File: config.mk
export PLATFORM = sky130hd
export DESIGN_NAME = function_prologue_frame_analyzer_core_flat
export DESIGN_NICKNAME = d
export VERILOG_FILES = /design/src/hw/rtl/fpfa_pkg.sv /design/src/hw/rtl/fpfa_in_if.sv /design/src/hw/rtl/fpfa_out_if.sv /design/src/hw/rtl/fpfa_front.sv /design/src/hw/rtl/fpfa_queue.sv /design/src/hw/rtl/fpfa_back.sv /design/src/hw/rtl/fpfa_report.sv /design/src/hw/rtl/function_prologue_frame_analyzer_core.sv /design/src/flat_wrapper.sv
export SDC_FILE = /design/constraint.sdc
export NUM_CORES = 1
export LEC_CHECK = 0
export ABC_AREA = 1
export BUFFER_PORTS_ARGS = -buffer_cell sky130_fd_sc_hd__buf_2
export CAP_MARGIN = 25
export CELL_PAD_IN_SITES_DETAIL_PLACEMENT = 1
export CELL_PAD_IN_SITES_GLOBAL_PLACEMENT = 1
export CORE_ASPECT_RATIO = 1.4
export CORE_MARGIN = 3
export CORE_UTILIZATION = 41
export DETAILED_ROUTE_END_ITERATION = 7
export GPL_ROUTABILITY_DRIVEN = 0
export PLACE_DENSITY = 0.67
export SYNTH_ARGS = -nofsm -noshare
export SYNTH_HDL_FRONTEND = slang
export SYNTH_SLANG_ARGS = --single-unit
File: constraint.sdc
create_clock -name clk -period 8.9 [get_ports clk]
set_input_delay 2.225 -clock clk [delete_from_list [all_inputs] [get_ports clk]]
set_output_delay 2.225 -clock clk [all_outputs]
set_load 0.005 [all_outputs]
File: src/hw/rtl/fpfa_pkg.sv
// Shared types, constants and saturation helpers for the prologue frame analyzer.
// No dependencies; every other file of the block imports this package.
package fpfa_pkg;

  // Field widths.
  localparam int INSN_W    = 32;
  localparam int FRAME_W   = 21;
  localparam int SLOT_W    = 19;
  localparam int VERDICT_W = 2;
  localparam int REG_W     = 5;
  localparam int IMM_W     = 16;
  localparam int SUM_W     = 22;

  // Register numbers.
  localparam logic [REG_W-1:0] SP_REG   = 5'd29;
  localparam logic [REG_W-1:0] RA_REG   = 5'd31;
  localparam logic [REG_W-1:0] ZERO_REG = 5'd0;

  // Opcodes and function codes.
  localparam logic [5:0] OP_SPECIAL = 6'd0;
  localparam logic [5:0] OP_JAL     = 6'd3;
  localparam logic [5:0] OP_ADDIU   = 6'd9;
  localparam logic [5:0] OP_DADDIU  = 6'd25;
  localparam logic [5:0] OP_SW      = 6'd43;
  localparam logic [5:0] OP_SD      = 6'd63;
  localparam logic [5:0] FN_JR      = 6'd8;
  localparam logic [5:0] FN_JALR    = 6'd9;
  localparam logic [5:0] FN_ADDU    = 6'h21;

  // Verdict codes.
  localparam logic [VERDICT_W-1:0] VERDICT_NESTED = 2'd0;
  localparam logic [VERDICT_W-1:0] VERDICT_LEAF   = 2'd1;
  localparam logic [VERDICT_W-1:0] VERDICT_BOGUS  = 2'd2;

  // Saturation limits.
  localparam logic signed [SUM_W-1:0] FRAME_MAX = 22'sd1048575;
  localparam logic signed [SUM_W-1:0] FRAME_MIN = -22'sd1048576;
  localparam logic signed [SUM_W-1:0] SLOT_MAX  = 22'sd262143;
  localparam logic signed [SUM_W-1:0] SLOT_MIN  = -22'sd262144;
  localparam logic signed [SLOT_W-1:0] SLOT_NONE = -19'sd1;

  // Queue between decode and execute.
  localparam int QUEUE_DEPTH = 4;
  localparam int QPTR_W      = 2;

  // One decoded instruction word.
  typedef struct packed {
    logic                     start;
    logic                     last;
    logic                     is_call;
    logic                     is_adjust;
    logic                     is_copy;
    logic                     is_ra_save;
    logic                     is_addu_sp;
    logic                     rs_zero;
    logic                     rt_zero;
    logic [REG_W-1:0]         rs;
    logic [REG_W-1:0]         rt;
    logic [REG_W-1:0]         rd;
    logic signed [IMM_W-1:0]  imm;
    logic signed [SLOT_W-1:0] slot_quot;
  } cmd_t;

  // Scan state captured at the end of a function.
  typedef struct packed {
    logic signed [FRAME_W-1:0] frame;
    logic signed [FRAME_W-1:0] extra;
    logic signed [SLOT_W-1:0]  slot;
    logic                      slot_valid;
  } snap_t;

  function automatic logic signed [FRAME_W-1:0] sat_frame(input logic signed [SUM_W-1:0] v);
    logic signed [FRAME_W-1:0] r;
    if (v > FRAME_MAX) begin
      r = FRAME_MAX[FRAME_W-1:0];
    end else if (v < FRAME_MIN) begin
      r = FRAME_MIN[FRAME_W-1:0];
    end else begin
      r = v[FRAME_W-1:0];
    end
    return r;
  endfunction

  function automatic logic signed [SLOT_W-1:0] sat_slot(input logic signed [SUM_W-1:0] v);
    logic signed [SLOT_W-1:0] r;
    if (v > SLOT_MAX) begin
      r = SLOT_MAX[SLOT_W-1:0];
    end else if (v < SLOT_MIN) begin
      r = SLOT_MIN[SLOT_W-1:0];
    end else begin
      r = v[SLOT_W-1:0];
    end
    return r;
  endfunction

endpackage

File: src/hw/rtl/fpfa_in_if.sv
// Input channel of the prologue frame analyzer: one instruction word per beat.
// Depends on fpfa_pkg.
interface fpfa_in_if;
  import fpfa_pkg::*;

  logic              valid;
  logic              ready;
  logic [INSN_W-1:0] instruction;
  logic              starts_function;
  logic              is_last;

  modport source(output valid, instruction, starts_function, is_last, input ready);
  modport sink(input valid, instruction, starts_function, is_last, output ready);
endinterface

File: src/hw/rtl/fpfa_out_if.sv
// Result channel of the prologue frame analyzer: one report per beat.
// Depends on fpfa_pkg.
interface fpfa_out_if;
  import fpfa_pkg::*;

  logic                        valid;
  logic                        ready;
  logic [VERDICT_W-1:0]        verdict;
  logic signed [FRAME_W-1:0]   frame_bytes;
  logic signed [SLOT_W-1:0]    return_slot;

  modport source(output valid, verdict, frame_bytes, return_slot, input ready);
  modport sink(input valid, verdict, frame_bytes, return_slot, output ready);
endinterface

File: src/hw/rtl/fpfa_front.sv
// Decode stage: accepts instruction beats, classifies each word and divides
// its offset by the word size. Depends on fpfa_pkg and fpfa_in_if.
module fpfa_front #(
  parameter int WORD_BYTES = 4
) (
  input  logic           clk,
  input  logic           rst,
  fpfa_in_if.sink        insn,
  output logic           cmd_valid,
  input  logic           cmd_ready,
  output fpfa_pkg::cmd_t cmd
);
  import fpfa_pkg::*;

  // Reciprocal for a truncating divide of a 16-bit magnitude by WORD_BYTES.
  localparam int DIV_L  = $clog2(WORD_BYTES);
  localparam int DIV_S  = IMM_W + DIV_L;
  localparam int PROD_W = DIV_S + IMM_W;
  localparam longint unsigned DIV_M = ((64'd1 << DIV_S) + WORD_BYTES - 1) / WORD_BYTES;

  logic [5:0]        op;
  logic [5:0]        fn;
  logic [REG_W-1:0]  rs;
  logic [REG_W-1:0]  rt;
  logic [REG_W-1:0]  rd;
  logic signed [IMM_W-1:0] imm;
  logic [IMM_W-1:0]  mag;
  logic [PROD_W-1:0] prod;
  logic [IMM_W-1:0]  quot;
  logic              is_addu;
  logic              accept;
  cmd_t              cmd_next;

  // Field extraction.
  assign op  = insn.instruction[31:26];
  assign rs  = insn.instruction[25:21];
  assign rt  = insn.instruction[20:16];
  assign rd  = insn.instruction[15:11];
  assign fn  = insn.instruction[5:0];
  assign imm = signed'(insn.instruction[IMM_W-1:0]);
  assign is_addu = (op == OP_SPECIAL) && (fn == FN_ADDU);

  // Offset divided by the word size, truncated toward zero.
  assign mag  = imm[IMM_W-1] ? IMM_W'(-imm) : IMM_W'(imm);
  assign prod = PROD_W'(mag) * PROD_W'(DIV_M);
  assign quot = prod[DIV_S +: IMM_W];

  // Classification of the word.
  always_comb begin
    cmd_next.start      = insn.starts_function;
    cmd_next.last       = insn.is_last;
    cmd_next.is_call    = (op == OP_JAL) ||
                          ((op == OP_SPECIAL) && ((fn == FN_JALR) || (fn == FN_JR)));
    cmd_next.is_adjust  = (rs == SP_REG) && (rt == SP_REG) &&
                          ((op == OP_ADDIU) || (op == OP_DADDIU));
    cmd_next.is_copy    = is_addu && (rd != ZERO_REG) &&
                          (((rt == SP_REG) && (rs == ZERO_REG)) ||
                           ((rt == ZERO_REG) && (rs == SP_REG)));
    cmd_next.is_ra_save = ((op == OP_SW) || (op == OP_SD)) &&
                          (rs == SP_REG) && (rt == RA_REG);
    cmd_next.is_addu_sp = is_addu && (rd == SP_REG);
    cmd_next.rs_zero    = (rs == ZERO_REG);
    cmd_next.rt_zero    = (rt == ZERO_REG);
    cmd_next.rs         = rs;
    cmd_next.rt         = rt;
    cmd_next.rd         = rd;
    cmd_next.imm        = imm;
    cmd_next.slot_quot  = imm[IMM_W-1] ? -signed'(SLOT_W'(quot)) : signed'(SLOT_W'(quot));
  end

  // Output register toward the queue.
  assign insn.ready = !cmd_valid || cmd_ready;
  assign accept     = insn.valid && insn.ready;

  always_ff @(posedge clk) begin
    if (rst) begin
      cmd_valid <= 1'b0;
    end else if (accept) begin
      cmd_valid <= 1'b1;
    end else if (cmd_ready) begin
      cmd_valid <= 1'b0;
    end
  end

  always_ff @(posedge clk) begin
    if (accept) begin
      cmd <= cmd_next;
    end
  end

endmodule

File: src/hw/rtl/fpfa_queue.sv
// Short queue of decoded words between the decode and execute stages.
// Depends on fpfa_pkg.
module fpfa_queue (
  input  logic           clk,
  input  logic           rst,
  input  logic           push_valid,
  output logic           push_ready,
  input  fpfa_pkg::cmd_t push_data,
  output logic           pop_valid,
  input  logic           pop_ready,
  output fpfa_pkg::cmd_t pop_data
);
  import fpfa_pkg::*;

  cmd_t             entries [QUEUE_DEPTH];
  logic [QPTR_W-1:0] wr_ptr;
  logic [QPTR_W-1:0] rd_ptr;
  logic [QPTR_W:0]   count;
  logic              push;
  logic              pop;

  assign push_ready = (count != (QPTR_W + 1)'(QUEUE_DEPTH));
  assign pop_valid  = (count != '0);
  assign push       = push_valid && push_ready;
  assign pop        = pop_valid && pop_ready;
  assign pop_data   = entries[rd_ptr];

  // Pointers and fill count.
  always_ff @(posedge clk) begin
    if (rst) begin
      wr_ptr <= '0;
      rd_ptr <= '0;
      count  <= '0;
    end else begin
      if (push) begin
        wr_ptr <= wr_ptr + 1'b1;
      end
      if (pop) begin
        rd_ptr <= rd_ptr + 1'b1;
      end
      if (push && !pop) begin
        count <= count + 1'b1;
      end else if (pop && !push) begin
        count <= count - 1'b1;
      end
    end
  end

  // Entry storage.
  always_ff @(posedge clk) begin
    if (push) begin
      entries[wr_ptr] <= push_data;
    end
  end

endmodule

File: src/hw/rtl/fpfa_back.sv
// Execute stage: applies each decoded word to the scan state and captures the
// state when a function's scan ends. Depends on fpfa_pkg.
module fpfa_back #(
  parameter int WORD_LIMIT = 128
) (
  input  logic            clk,
  input  logic            rst,
  input  logic            cmd_valid,
  output logic            cmd_ready,
  input  fpfa_pkg::cmd_t  cmd,
  output logic            snap_valid,
  input  logic            snap_ready,
  output fpfa_pkg::snap_t snap
);
  import fpfa_pkg::*;

  localparam int CNT_W = $clog2(WORD_LIMIT + 1);

  // Scan state.
  logic signed [FRAME_W-1:0] frame_base;
  logic signed [SLOT_W-1:0]  slot;
  logic                      slot_valid;
  logic [REG_W-1:0]          sp_copy;
  logic signed [FRAME_W-1:0] extra_offset;
  logic [CNT_W-1:0]          word_count;
  logic                      finished;

  logic signed [FRAME_W-1:0] frame_base_next;
  logic signed [SLOT_W-1:0]  slot_next;
  logic                      slot_valid_next;
  logic [REG_W-1:0]          sp_copy_next;
  logic signed [FRAME_W-1:0] extra_offset_next;
  logic [CNT_W-1:0]          word_count_next;
  logic                      finished_next;
  logic                      stop;
  logic                      active;
  logic                      take;
  logic signed [SUM_W-1:0]   extra_diff;
  logic                      restore;

  assign cmd_ready = !snap_valid || snap_ready;
  assign take      = cmd_valid && cmd_ready;

  // Next state for one word, in the priority order of the scan rules.
  always_comb begin
    frame_base_next   = cmd.start ? '0 : frame_base;
    slot_next         = cmd.start ? SLOT_NONE : slot;
    slot_valid_next   = cmd.start ? 1'b0 : slot_valid;
    sp_copy_next      = cmd.start ? ZERO_REG : sp_copy;
    extra_offset_next = cmd.start ? '0 : extra_offset;
    word_count_next   = cmd.start ? '0 : word_count;
    finished_next     = cmd.start ? 1'b0 : finished;
    active            = !finished_next;
    stop              = 1'b0;
    extra_diff        = SUM_W'(extra_offset_next) - SUM_W'(cmd.imm);
    restore           = ((cmd.rs == sp_copy_next) && cmd.rt_zero) ||
                        ((cmd.rt == sp_copy_next) && cmd.rs_zero);

    if (active) begin
      word_count_next = word_count_next + 1'b1;
      if (cmd.is_call) begin
        stop = 1'b1;
      end else if (frame_base_next == '0) begin
        if (cmd.is_adjust) begin
          frame_base_next = -FRAME_W'(cmd.imm);
        end
      end else if ((sp_copy_next == ZERO_REG) && cmd.is_copy) begin
        sp_copy_next = cmd.rd;
      end else if (!slot_valid_next && cmd.is_ra_save) begin
        slot_next       = cmd.slot_quot;
        slot_valid_next = 1'b1;
        if (sp_copy_next == ZERO_REG) begin
          stop = 1'b1;
        end
      end else if ((sp_copy_next != ZERO_REG) && cmd.is_adjust) begin
        extra_offset_next = sat_frame(extra_diff);
      end else if ((sp_copy_next != ZERO_REG) && cmd.is_addu_sp && restore) begin
        extra_offset_next = '0;
        sp_copy_next      = ZERO_REG;
      end
      if (cmd.last || (word_count_next == CNT_W'(WORD_LIMIT))) begin
        stop = 1'b1;
      end
      if (stop) begin
        finished_next = 1'b1;
      end
    end
  end

  // State registers.
  always_ff @(posedge clk) begin
    if (rst) begin
      frame_base   <= '0;
      slot         <= SLOT_NONE;
      slot_valid   <= 1'b0;
      sp_copy      <= ZERO_REG;
      extra_offset <= '0;
      word_count   <= '0;
      finished     <= 1'b1;
    end else if (take) begin
      frame_base   <= frame_base_next;
      slot         <= slot_next;
      slot_valid   <= slot_valid_next;
      sp_copy      <= sp_copy_next;
      extra_offset <= extra_offset_next;
      word_count   <= word_count_next;
      finished     <= finished_next;
    end
  end

  // Capture of the final state toward the report stage.
  always_ff @(posedge clk) begin
    if (rst) begin
      snap_valid <= 1'b0;
    end else if (take && active && stop) begin
      snap_valid <= 1'b1;
    end else if (snap_ready) begin
      snap_valid <= 1'b0;
    end
  end

  always_ff @(posedge clk) begin
    if (take && active && stop) begin
      snap.frame      <= frame_base_next;
      snap.extra      <= extra_offset_next;
      snap.slot       <= slot_next;
      snap.slot_valid <= slot_valid_next;
    end
  end

endmodule

File: src/hw/rtl/fpfa_report.sv
// Report stage: folds the extra sp offset into frame size and slot, saturates,
// picks the verdict and holds the result beat. Depends on fpfa_pkg, fpfa_out_if.
module fpfa_report #(
  parameter int WORD_BYTES = 4
) (
  input  logic            clk,
  input  logic            rst,
  input  logic            snap_valid,
  output logic            snap_ready,
  input  fpfa_pkg::snap_t snap,
  fpfa_out_if.source      report
);
  import fpfa_pkg::*;

  // Reciprocal for a truncating divide of the extra offset by WORD_BYTES.
  localparam int DIV_L  = $clog2(WORD_BYTES);
  localparam int DIV_S  = FRAME_W + DIV_L;
  localparam int PROD_W = DIV_S + FRAME_W;
  localparam longint unsigned DIV_M = ((64'd1 << DIV_S) + WORD_BYTES - 1) / WORD_BYTES;

  logic                      mid_valid;
  logic                      mid_ready;
  logic signed [SUM_W-1:0]   mid_frame_sum;
  logic [PROD_W-1:0]         mid_prod;
  logic                      mid_neg;
  logic signed [SLOT_W-1:0]  mid_slot;
  logic                      mid_slot_valid;

  logic [FRAME_W-1:0]        extra_mag;
  logic [FRAME_W-1:0]        quot;
  logic signed [SUM_W-1:0]   quot_signed;
  logic signed [SUM_W-1:0]   slot_sum;
  logic signed [SLOT_W-1:0]  slot_out;
  logic signed [FRAME_W-1:0] frame_out;
  logic [VERDICT_W-1:0]      verdict_out;

  assign mid_ready  = !report.valid || report.ready;
  assign snap_ready = !mid_valid || mid_ready;
  assign extra_mag  = snap.extra[FRAME_W-1] ? FRAME_W'(-snap.extra) : FRAME_W'(snap.extra);

  // First step: frame sum and the reciprocal product.
  always_ff @(posedge clk) begin
    if (rst) begin
      mid_valid <= 1'b0;
    end else if (snap_ready) begin
      mid_valid <= snap_valid;
    end
  end

  always_ff @(posedge clk) begin
    if (snap_ready && snap_valid) begin
      mid_frame_sum  <= SUM_W'(snap.frame) + SUM_W'(snap.extra);
      mid_prod       <= PROD_W'(extra_mag) * PROD_W'(DIV_M);
      mid_neg        <= snap.extra[FRAME_W-1];
      mid_slot       <= snap.slot;
      mid_slot_valid <= snap.slot_valid;
    end
  end

  // Second step: slot sum, saturation and verdict.
  always_comb begin
    quot        = mid_prod[DIV_S +: FRAME_W];
    quot_signed = signed'(SUM_W'(quot));
    if (mid_neg) begin
      quot_signed = -quot_signed;
    end
    slot_sum  = SUM_W'(mid_slot) + quot_signed;
    slot_out  = mid_slot_valid ? sat_slot(slot_sum) : SLOT_NONE;
    frame_out = sat_frame(mid_frame_sum);
    if ((frame_out != '0) && (slot_out >= 0)) begin
      verdict_out = VERDICT_NESTED;
    end else if (slot_out < 0) begin
      verdict_out = VERDICT_LEAF;
    end else begin
      verdict_out = VERDICT_BOGUS;
    end
  end

  // Result register.
  always_ff @(posedge clk) begin
    if (rst) begin
      report.valid <= 1'b0;
    end else if (mid_ready) begin
      report.valid <= mid_valid;
    end
  end

  always_ff @(posedge clk) begin
    if (mid_ready && mid_valid) begin
      report.verdict     <= verdict_out;
      report.frame_bytes <= frame_out;
      report.return_slot <= slot_out;
    end
  end

endmodule

File: src/hw/rtl/function_prologue_frame_analyzer_core.sv
// Top level of the prologue frame analyzer: decode, queue, execute and report.
// Depends on fpfa_pkg, fpfa_in_if, fpfa_out_if and the fpfa_* stage modules.
//
// The block takes one instruction word per cycle on insn while the queue has
// room, and returns one report on report when a function's scan ends: at a
// jal, jalr or jr, at an ra save after the sp adjust while no copy of sp is
// held, at the word marked is_last, or at the WORD_LIMIT-th word. Words
// that arrive after a scan has ended and before the next word marked
// starts_function are consumed and dropped. The word that ended the scan
// passes the decode register, a queue entry, the execute capture and the two
// report steps before its report is offered. The execute stage takes one word
// per cycle while its capture is free or being read, so the sustained rate is
// one word per cycle, and a four-entry queue lets decode keep accepting while
// the report side is stalled.
module function_prologue_frame_analyzer_core #(
  parameter int WORD_LIMIT = 128,
  parameter int WORD_BYTES = 4
) (
  input  logic        clk,
  input  logic        rst,
  fpfa_in_if.sink     insn,
  fpfa_out_if.source  report
);
  import fpfa_pkg::*;

  logic  dec_valid;
  logic  dec_ready;
  cmd_t  dec_cmd;
  logic  exe_valid;
  logic  exe_ready;
  cmd_t  exe_cmd;
  logic  snap_valid;
  logic  snap_ready;
  snap_t snap;

  fpfa_front #(
    .WORD_BYTES(WORD_BYTES)
  ) u_front (
    .clk       (clk),
    .rst       (rst),
    .insn      (insn),
    .cmd_valid (dec_valid),
    .cmd_ready (dec_ready),
    .cmd       (dec_cmd)
  );

  fpfa_queue u_queue (
    .clk        (clk),
    .rst        (rst),
    .push_valid (dec_valid),
    .push_ready (dec_ready),
    .push_data  (dec_cmd),
    .pop_valid  (exe_valid),
    .pop_ready  (exe_ready),
    .pop_data   (exe_cmd)
  );

  fpfa_back #(
    .WORD_LIMIT(WORD_LIMIT)
  ) u_back (
    .clk        (clk),
    .rst        (rst),
    .cmd_valid  (exe_valid),
    .cmd_ready  (exe_ready),
    .cmd        (exe_cmd),
    .snap_valid (snap_valid),
    .snap_ready (snap_ready),
    .snap       (snap)
  );

  fpfa_report #(
    .WORD_BYTES(WORD_BYTES)
  ) u_report (
    .clk        (clk),
    .rst        (rst),
    .snap_valid (snap_valid),
    .snap_ready (snap_ready),
    .snap       (snap),
    .report     (report)
  );

endmodule

File: src/flat_wrapper.sv
// flat-port wrapper written by rule: the top's interface ports become plain ports
module function_prologue_frame_analyzer_core_flat import fpfa_pkg::*;
#(
  parameter int WORD_LIMIT = 128,
  parameter int WORD_BYTES = 4
)
  (clk, rst, insn_valid, insn_instruction, insn_starts_function, insn_is_last, insn_ready, report_valid, report_verdict, report_frame_bytes, report_return_slot, report_ready);
  fpfa_in_if insn_i ();
  fpfa_out_if report_i ();
  input  logic clk;
  input  logic rst;
  input wire logic [$bits(insn_i.valid)-1:0] insn_valid;
  input wire logic [$bits(insn_i.instruction)-1:0] insn_instruction;
  input wire logic [$bits(insn_i.starts_function)-1:0] insn_starts_function;
  input wire logic [$bits(insn_i.is_last)-1:0] insn_is_last;
  output wire logic [$bits(insn_i.ready)-1:0] insn_ready;
  output wire logic [$bits(report_i.valid)-1:0] report_valid;
  output wire logic [$bits(report_i.verdict)-1:0] report_verdict;
  output wire logic [$bits(report_i.frame_bytes)-1:0] report_frame_bytes;
  output wire logic [$bits(report_i.return_slot)-1:0] report_return_slot;
  input wire logic [$bits(report_i.ready)-1:0] report_ready;
  assign insn_i.valid = insn_valid;
  assign insn_i.instruction = insn_instruction;
  assign insn_i.starts_function = insn_starts_function;
  assign insn_i.is_last = insn_is_last;
  assign insn_ready = insn_i.ready;
  assign report_valid = report_i.valid;
  assign report_verdict = report_i.verdict;
  assign report_frame_bytes = report_i.frame_bytes;
  assign report_return_slot = report_i.return_slot;
  assign report_i.ready = report_ready;
  function_prologue_frame_analyzer_core #(.WORD_LIMIT(WORD_LIMIT), .WORD_BYTES(WORD_BYTES)) u_core (.clk(clk), .rst(rst), .insn(insn_i), .report(report_i));
endmodule
=== Word level (Yosys, flattened, before mapping) ===
Memories as Yosys holds them, arrays and structs flattened. A register that Yosys moved wholly into a read port is not among the register bits.
Cells that the tools add are included.

* Eq/ne operators: 16
* Add/sub/neg operators: 13
* Magnitude comparators: 8
* $mul: 0
* Multiplexer cells: 68
* Shifts and indexed selects: 0
* Div/mod/pow operators: 0
* Bitwise operators: 0
* Reduce and logical (&&, ||, !) cells: 59

{| class="wikitable"
|+ Operators with widths
! cell !! number
|-
| 2-to-1 mux 21 bit || 17
|-
| 2-to-1 mux 19 bit || 9
|-
| greater-than comparator 22 x 21 -> 1 bit, second input constant || 2
|-
| < comparator 22 x 21 -> 1 bit, second input constant || 2
|-
| 2-to-1 mux 5 bit || 8
|-
| logical AND 1 bit || 28
|-
| 2-to-1 mux 1 bit || 23
|-
| adder 19 x 22 -> 22 bit || 1
|-
| adder 21 x 21 -> 22 bit || 1
|-
| greater-than comparator 22 x 19 -> 1 bit, second input constant || 1
|-
| < comparator 22 x 19 -> 1 bit, second input constant || 1
|-
| 2-to-1 mux 22 bit || 1
|-
| negator 19 -> 22 bit || 1
|-
| subtractor 21 x 16 -> 22 bit || 1
|-
| zero test 21 bit || 1
|-
| negator 16 -> 21 bit || 1
|-
| negator 21 bit || 1
|-
| nonzero test 21 bit || 1
|-
| equality test 5 bit, second input constant || 4
|-
| 2-to-1 mux 20 bit || 1
|-
| greater-or-equal comparator 19 x 1 -> 1 bit, second input constant || 1
|-
| < comparator 19 x 1 -> 1 bit, second input constant || 1
|-
| negator 14 -> 19 bit || 1
|-
| equality test 6 x 4 -> 1 bit, second input constant || 3
|-
| 23 further kinds || 53
|}

* Memory bits (writable): 236
* Input port bits: 38
* Memories: 1
* Bits in read-only memories: 0
* Flip-flop bits (word level): 314
* Output and inout bits: 44
* Latch bits: 0

{| class="wikitable"
|+ Memory list
! name !! depth !! width !! rd ports !! clocked after Yosys merged registers in !! write ports !! line !! text
|-
| u_core.u_queue.entries || 4 || 59 || 1 || 1 || 1 || fpfa_queue.sv:15 || <nowiki>cmd_t entries [QUEUE_DEPTH];</nowiki>
|}

=== Depth between registers and ports, before layout ===
Gate-level depths: netlist (run 1).

* Depth in word-level cells: 12
* Depth in mapped cells: 30
* Mapped depth without buffers: 26

=== Hierarchy ===
From an unflattened synthesis (run 1), not the netlist that was laid out.

* Cells, all modules: 2998
* Area, all modules: 27801.7 um^2

{| class="wikitable"
|+ By module, submodules not included
! module !! cells each !! times used !! area an instance (um^2)
|-
| fpfa_queue || 638 || 1 || 9200.1
|-
| fpfa_back || 1241 || 1 || 8628.3
|-
| fpfa_report || 826 || 1 || 7095.6
|-
| fpfa_front || 293 || 1 || 2877.8
|}

=== Least setup slack after synthesis (run 1) ===
Ideal clock, no wire load.

* Kind: input -> register
* Start point: input port report_ready
* End point: register, netlist name u_core.u_back.snap[0]
* Required time: 8.484 ns
* Path slack: 4.018 ns
* Arrival time: 4.466 ns
* Stages: 9
* Cell sequence: inv_1 > nand2_1 > nor2_1 > nand2_1 > nand2_1 > nor2_1 > clkbuf_1 > nand2_1 > inv_1

* Word-level cells in the longest chain between the ends: 6

{| class="wikitable"
|+ Ends and longest elaborated chain
! element !! line !! text
|-
| start: declaration || flat_wrapper.sv:21 || <nowiki>input wire logic [$bits(report_i.ready)-1:0] report_ready;</nowiki>
|-
| logical OR 1 bit || fpfa_report.sv:37 || <nowiki>assign mid_ready = !report.valid || report.ready;</nowiki>
|-
| logical OR 1 bit || fpfa_report.sv:38 || <nowiki>assign snap_ready = !mid_valid || mid_ready;</nowiki>
|-
| logical OR 1 bit || fpfa_back.sv:41 || <nowiki>assign cmd_ready = !snap_valid || snap_ready;</nowiki>
|-
| logical AND 1 bit || fpfa_back.sv:42 || <nowiki>assign take = cmd_valid && cmd_ready;</nowiki>
|-
| logical AND 1 bit (2 in series) || fpfa_back.sv:123 || <nowiki>if (take && active && stop) begin</nowiki>
|}

No other way between the ends.
A chain may end at the register's enable or synchronous reset.

==> metrics.yaml, run 1 <==
synth_area_leaders: "edfxtp_1 (51%), nand2_1 (8.4%), dfxtp_1 (7.0%), nor2_1 (3.6%), ha_1 (3.5%)"
worstMarginPinSlew_ns: 0.875
swShare_pct: 44.0
fillCellCount: 6936
timing.critical_path.buf_inv: 6
die-width_um: 217
synth_top_family_by_area: "simple AND/OR/NAND/NOR gates"
final_cell_mix: "nand2_1 (571), edfxtp_1 (436), nor2_1 (242)"
io_pins: 82
drc: 0
cts_made_buffers: 51
met1_usage_pct: 24.6
synthCells: 2584
finalMaxSlewViolations: 0
p_sw_w: 0.00519
cp.depth: 22
reg2reg_depth: 22
synth.mux.area_fraction_pct: 0.235
clk_path_buf_depth: 3
portBuffers: 81
synth-seq-cells: 525
final_common_cell: "nand2_1"
max_cap_violations: 0
antenna_violating_nets_post_route: 0
cts_resized: 0
die_h_um: 301
grt_util_met3_pct: 2.26
fin_crit_sh_pct: 60.7
rsz0062_at_grt: "false"
power_density_nw_per_um2: 414
path_common_cell: "nand2_1"
ys_seq_area_share_pct: 58.2
finish.utilization_pct: 46.5
rrSetupSlack_ns: 3.50
numClockSinks: 525
holdBufCountCts: 0
fp.coreArea_um2: 61300
ys_async_sr_fraction_pct: 0
outcome: "completed"
hold_violations: 0
critPathMaxFanout: 50
p_int_w: 0.00661
use_met2_pct: 40.1
cp_cell_sequence: "buf_4, inv_4, buf_4, nand3_1, nand2_1, buf_4, inv_4, nor2_1, ha_1, a21o_1, a21boi_0, nor2_1, a211oi_1, nand3_1, nand2_1, nand3_2, nand2_2, inv_2, nand2_1, nand3_1, nand2_1, o21ai_0"
clkTransAtPathRegs_ns: 0.07
cp.required_ns: 9.23
drtIter0Drc: 904
crit_type: "reg -> reg"
syn-num-nets: 2698
synth-simple-area-share_pct: 16.8
wirelength_mm: 69.7
wl_per_cell_um: 19.9
crit_arrival_ns: 5.74
cts_setup_buffers: 0
antenna_found_initial: 0
p_clk_share_pct: 19.4
startpoint_type: "flip-flop"
p_comb_share_pct: 47.3
hp-class: "reg -> reg"
tritoncts: "built"
grt.total_usage_pct: 21.4
max_slew_margin_pct: 41.7
cp-end-kind: "flip-flop"
vias: 18600
fin_nets: 2762
busiest_layer: "met2"
max_stage_delay_ns: 0.52
synth_ff_type: "edfxtp_1"
yosysWarnings: 0
synth-xor-area-share_pct: 4.49
synth_area_per_cell_um2: 9.89
start_util_pct: 41.7
synth_edf_count: 436
grt_pass1_wl_mm: 110
synth_top_area_share_pct: 51.2
overflow: 0
row_count: 107
die_area_um2: 65400
synthToLayoutAreaGrowth_pct: 11.6
htreeDepth: 2
first_pass_iters: 5
yosysTopAreaCell: "edfxtp_1"
holdPathStages: 0
ys_types: 63
synth_area_um2: 25600
fin_crit_ns: 5.40
vdd_ir_drop_max_mv: 0.229
critical-path-top-delay-family: "buffers and inverters"
cts_root_buf: "clkbuf_16"
clock.fmax_mhz: 185
synth-compound-area-share_pct: 11.0
dp_hpwl_mm: 50.4
setup_viol: 0
fin_tns_setup_ns: 0
yosys.area_share.adder_pct: 3.84
crit_slowest_cell: "buf_4"
leakage_nw: 11.2
grt_max_degree: 73
grt_pass1_vias: 19800
clock_latency_ns: 0.62
vias_per_cell: 5.30
share_seq_of_total_power_pct: 33.3
clock_skew_ns: 0.0257
drive_gt1_share_pct: 9.90
n_antenna_cell: 0
==> power by group through the flow <==
stage | clock (W) | sequential (W) | combinational [W]
after floorplan | 0 | 0.00380 | 0.00410
after global placement | 0 | 0.00396 | 0.00543
after detailed placement | 0 | 0.00399 | 0.00560
after CTS | 0.00234 | 0.00394 | 0.00564
after global routing | 0.00243 | 0.00399 | 0.00632
final | 0.00229 | 0.00393 | 0.00558
==> path summary, 6_finish.rpt <==
kind / from / endpoint
hold reg to reg: u_core.u_back.snap[18] / u_core.u_report.mid_slot[17]
setup / recovery: flip-flop / u_core.u_back.snap[36]
setup reg to reg: flip-flop / u_core.u_back.snap[36]
hold / removal: u_core.u_back.snap[18] / u_core.u_report.mid_slot[17]
==> cells by family after synthesis <==
kind of cell | after synthesis
compound gates | 492
xor+xnor | 131
fa+ha+maj | 76
buf+inv | 335
flops | 525
mux | 6
simple gates | 1019
==> cell usage after synthesis (4+ instances only) <==
master	number
ha_1	72
a32o_1	13
clkbuf_1	46
o21ai_1	30
nand3b_1	4
o22ai_1	17
nor2_1	247
buf_4	5
nor2_2	5
nand4_1	22
inv_4	4
edfxtp_1	436
o31ai_1	4
nand3_1	88
dfxtp_1	89
nand2_2	10
o21bai_1	6
a21boi_0	6
o21ai_2	6
nor3_1	21
mux2i_1	6
nand3_2	7
fa_1	4
xnor2_1	51
a31oi_1	12
a32oi_1	5
xor2_1	80
o211ai_1	9
buf_2	31
a21oi_1	175
buf_1	5
or2_2	7
inv_2	10
o221ai_1	8
nor3_2	7
nor4_1	18
a21boi_1	6
nand2_1	571
buf_6	6
inv_1	225
o21ai_0	174
==> per-layer routing <==
metal | wire length, µm | vias to the layer above | share of wire [%]
li1 | - | 8981 | -
met1 | 28100 | 9129 | 40
met2 | 36400 | 317 | 52
met3 | 1960 | 136 | 2.8
met4 | 3210 | 0 | 4.6
met5 | 0 | - | 0
==> cell type report <==
cell class	count	area, µm²	share of cell area [%]
sequential	525	14900	52.1
multi-input combinational	1724	9360	32.8
clock buffer	57	1310	4.59
tap	817	1020	3.58
inverter	241	915	3.21
timing repair buffer	105	606	2.12
clock inverter	36	444	1.56
==> registers in the layout, indices dropped and copies added, names as in the netlist, 2 cells and up, named ones only <==
signal and flops:
u_core.u_report.report.verdict 2, u_core.u_report.mid_prod 19, u_core.u_queue.entries 216, u_core.u_back.word_count 8, u_core.u_front.cmd 54, u_core.u_report.report.return_slot 19, u_core.u_report.mid_frame_sum 22, u_core.u_queue.rd_ptr 2
u_core.u_back.extra_offset 21, u_core.u_report.report.frame_bytes 21, u_core.u_back.frame_base 21, u_core.u_back.snap 62, u_core.u_back.sp_copy 5, u_core.u_back.slot 19, u_core.u_report.mid_slot 19, u_core.u_queue.wr_ptr 2
u_core.u_queue.count 3
==> per-stage QoR <==
step	hold slack, ns	setup slack [ns]	area [µm²]	power [W]	std cells
floorplan	0.400	4.02	25600	0.00790	2584
global placement	0.403	3.60	26700	0.00939	3408
detailed placement	0.406	3.46	26800	0.00958	3411
CTS	0.416	3.46	28500	0.0119	3504
global route	0.429	2.98	28500	0.0127	3505
finish	0.413	3.50	28500	0.0118	3505
(Power assumes the default switching activity.)
==> run 2, diff against run 1 <==
PLACE_DENSITY = 0.7   (was 0.67)
clock period = 4.51 ns   (was 8.9 ns; I/O delays follow)
==> metrics.yaml, run 2 (synthesized netlist as in run 1, its figures left out) <==
crit_type: "reg -> reg"  # unchanged
clock_skew_ns: 0.0347  # was 0.0257 ns
max_cap_violations: 0  # unchanged
cts_made_buffers: 51  # unchanged
htreeDepth: 2  # unchanged
antenna_violating_nets_post_route: 0  # unchanged
overflow: 0  # unchanged
clkTransAtPathRegs_ns: 0.06  # was 0.07 ns
drc: 0  # unchanged
finish.utilization_pct: 46.7  # was 46.5%
grt_pass1_wl_mm: 111  # was 110 mm
grt_pass1_vias: 20000  # was 19800
regMostFlops: "u_core.u_queue.entries"  # unchanged
placed_area_um2: 26900  # was 26800 µm²
fin_crit_ns: 4.15  # was 5.40 ns
hp-class: "reg -> reg"  # unchanged
swShare_pct: 44.5  # was 44.0%
worstMarginPinSlew_ns: 0.897  # was 0.875 ns
fin_tns_setup_ns: 0  # unchanged
clock.fmax_mhz: 241  # was 185 MHz
fin_nets: 2782  # was 2762
vdd_ir_drop_max_mv: 0.423  # was 0.229 mV
start_util_pct: 41.7  # unchanged
vias_per_cell: 5.33  # was 5.30
finalMaxSlewViolations: 0  # unchanged
share_seq_of_total_power_pct: 33.1  # was 33.3%
hold_violations: 0  # unchanged
antenna_found_initial: 0  # unchanged
setup_viol: 0  # unchanged
outcome: "completed"  # unchanged
portBuffers: 81  # unchanged
grt.total_usage_pct: 21.6  # was 21.4%
numClockSinks: 525  # unchanged
cts_root_buf: "clkbuf_16"  # unchanged
cp-end-kind: "flip-flop"  # unchanged
wl_per_cell_um: 20.1  # was 19.9 µm
fp.coreArea_um2: 61300  # unchanged
p_comb_share_pct: 48.8  # was 47.3%
n_antenna_cell: 0  # unchanged
die_area_um2: 65400  # unchanged
die-width_um: 217  # unchanged
final_design_area_no_fill_um2: 28600  # was 28500 µm²
hold_slack_ns: 0.419  # was 0.413 ns
final_cell_mix: "nand2_1 (571), edfxtp_1 (436), nor2_1 (242)"  # unchanged
max_slew_margin_pct: 40.1  # was 41.7%
vias: 18800  # was 18600
reg.largest.list: "u_core.u_queue.entries x216, u_core.u_back.snap x62, u_core.u_front.cmd x54"  # unchanged
rsz0062_at_grt: "false"  # unchanged
drtIter0Drc: 1200  # was 904
critPathMaxFanout: 35  # was 50
die_h_um: 301  # unchanged
row_count: 107  # unchanged
dp_hpwl_mm: 51.0  # was 50.4 mm
first_pass_iters: 5  # unchanged
final_common_cell: "nand2_1"  # unchanged
power_density_nw_per_um2: 815  # was 414 nW/µm²
synthToLayoutAreaGrowth_pct: 12.0  # was 11.6%
fin_crit_sh_pct: 92.1  # was 60.7%
drive_gt1_share_pct: 10.5  # was 9.90%
p_int_w: 0.0130  # was 0.00661 W
total_power_w: 0.0233  # was 0.0118 W
p_clk_share_pct: 18.1  # was 19.4%
clock_latency_ns: 0.62  # about the same
p_sw_w: 0.0104  # was 0.00519 W
cp.required_ns: 4.87  # was 9.23 ns
holdBufCountCts: 0  # unchanged
grt_max_degree: 109  # was 73
clk_path_buf_depth: 3  # unchanged
leakage_nw: 11.2  # about the same
largest_reg_flops: 216  # unchanged
wirelength_mm: 70.8  # was 69.7 mm
startpoint_type: "flip-flop"  # unchanged
tritoncts: "built"  # unchanged
crit_arrival_ns: 4.51  # was 5.74 ns
io_pins: 82  # unchanged
==> run 2: cell types whose count changed in the layout (fill, tap and decap cells not counted), sizes merged <==
cell / previous run / this run
clkinv: 18 / 23
bufinv: 9 / 4
clkinvlp: 6 / 1
buf: 105 / 124
clkbuf: 57 / 65
inv: 244 / 242
==> run 2: critical path: stages, from the launching register on <==
cell and delay (ns):
dfxtp_4 0.38, inv_4 0.29, nand2_1 0.10, a32oi_1 0.36
inv_1 0.29, ha_1 0.43, a21oi_1 0.22, a21boi_0 0.31
nor2_1 0.07, a211oi_1 0.32, nand3_1 0.17, nand2_1 0.10
nand3_2 0.09, nand2_2 0.14, buf_4 0.21, o21ai_0 0.12
a21boi_1 0.19, a21oi_1 0.07
==> run 2: cell type report <==
class	count	area (µm²)
timing repair buffer	125	798
multi-input combinational	1724	9370
inverter	241	921
clock buffer	64	1340
fill	6979	32700
sequential	525	14900
tap	817	1020
clock inverter	29	305
==> run 2: final timing paths <==
path / start / to / slack, ns / cells after the start
max: flip-flop / u_core.u_back.snap[22] / 0.36 / 17
min: u_core.u_back.snap[5] / u_core.u_report.mid_slot[4] / 0.42 / 0
max reg2reg: flip-flop / u_core.u_back.snap[22] / 0.36 / 17
min reg2reg: u_core.u_back.snap[5] / u_core.u_report.mid_slot[4] / 0.42 / 0
==> run 2: layer usage <==
metal | GRT usage [%] | share of wire, %
met5 | 0 | 0
met2 | 41.1 | 53
met1 | 24.3 | 39
met3 | 2.78 | 3.3
met4 | 8.36 | 3.9
==> run 2: power groups by stage <==
stage / Sequential [W] / Clock (W) / Combinational [W]
after floorplan: 0.00750 / 0 / 0.00809
after global placement: 0.00777 / 0 / 0.0109
after detailed placement: 0.00782 / 0 / 0.0113
after CTS: 0.00774 / 0.00431 / 0.0114
after global routing: 0.00783 / 0.00451 / 0.0128
final: 0.00773 / 0.00422 / 0.0114
==> run 2: through the flow <==
step,instances,worst slack (ns)
after global placement,3425,0.219
after floorplan,2584,0.340
after global routing,3525,0.0169
after detailed placement,3428,0.0884
after CTS,3521,0.0685
final,3525,0.355
==> run 2: repair_timing <==
action                                  in CTS  in global routing
endpoints found under the setup margin       0                 45
resized for setup                            0                  7
setup buffers                                0                  2
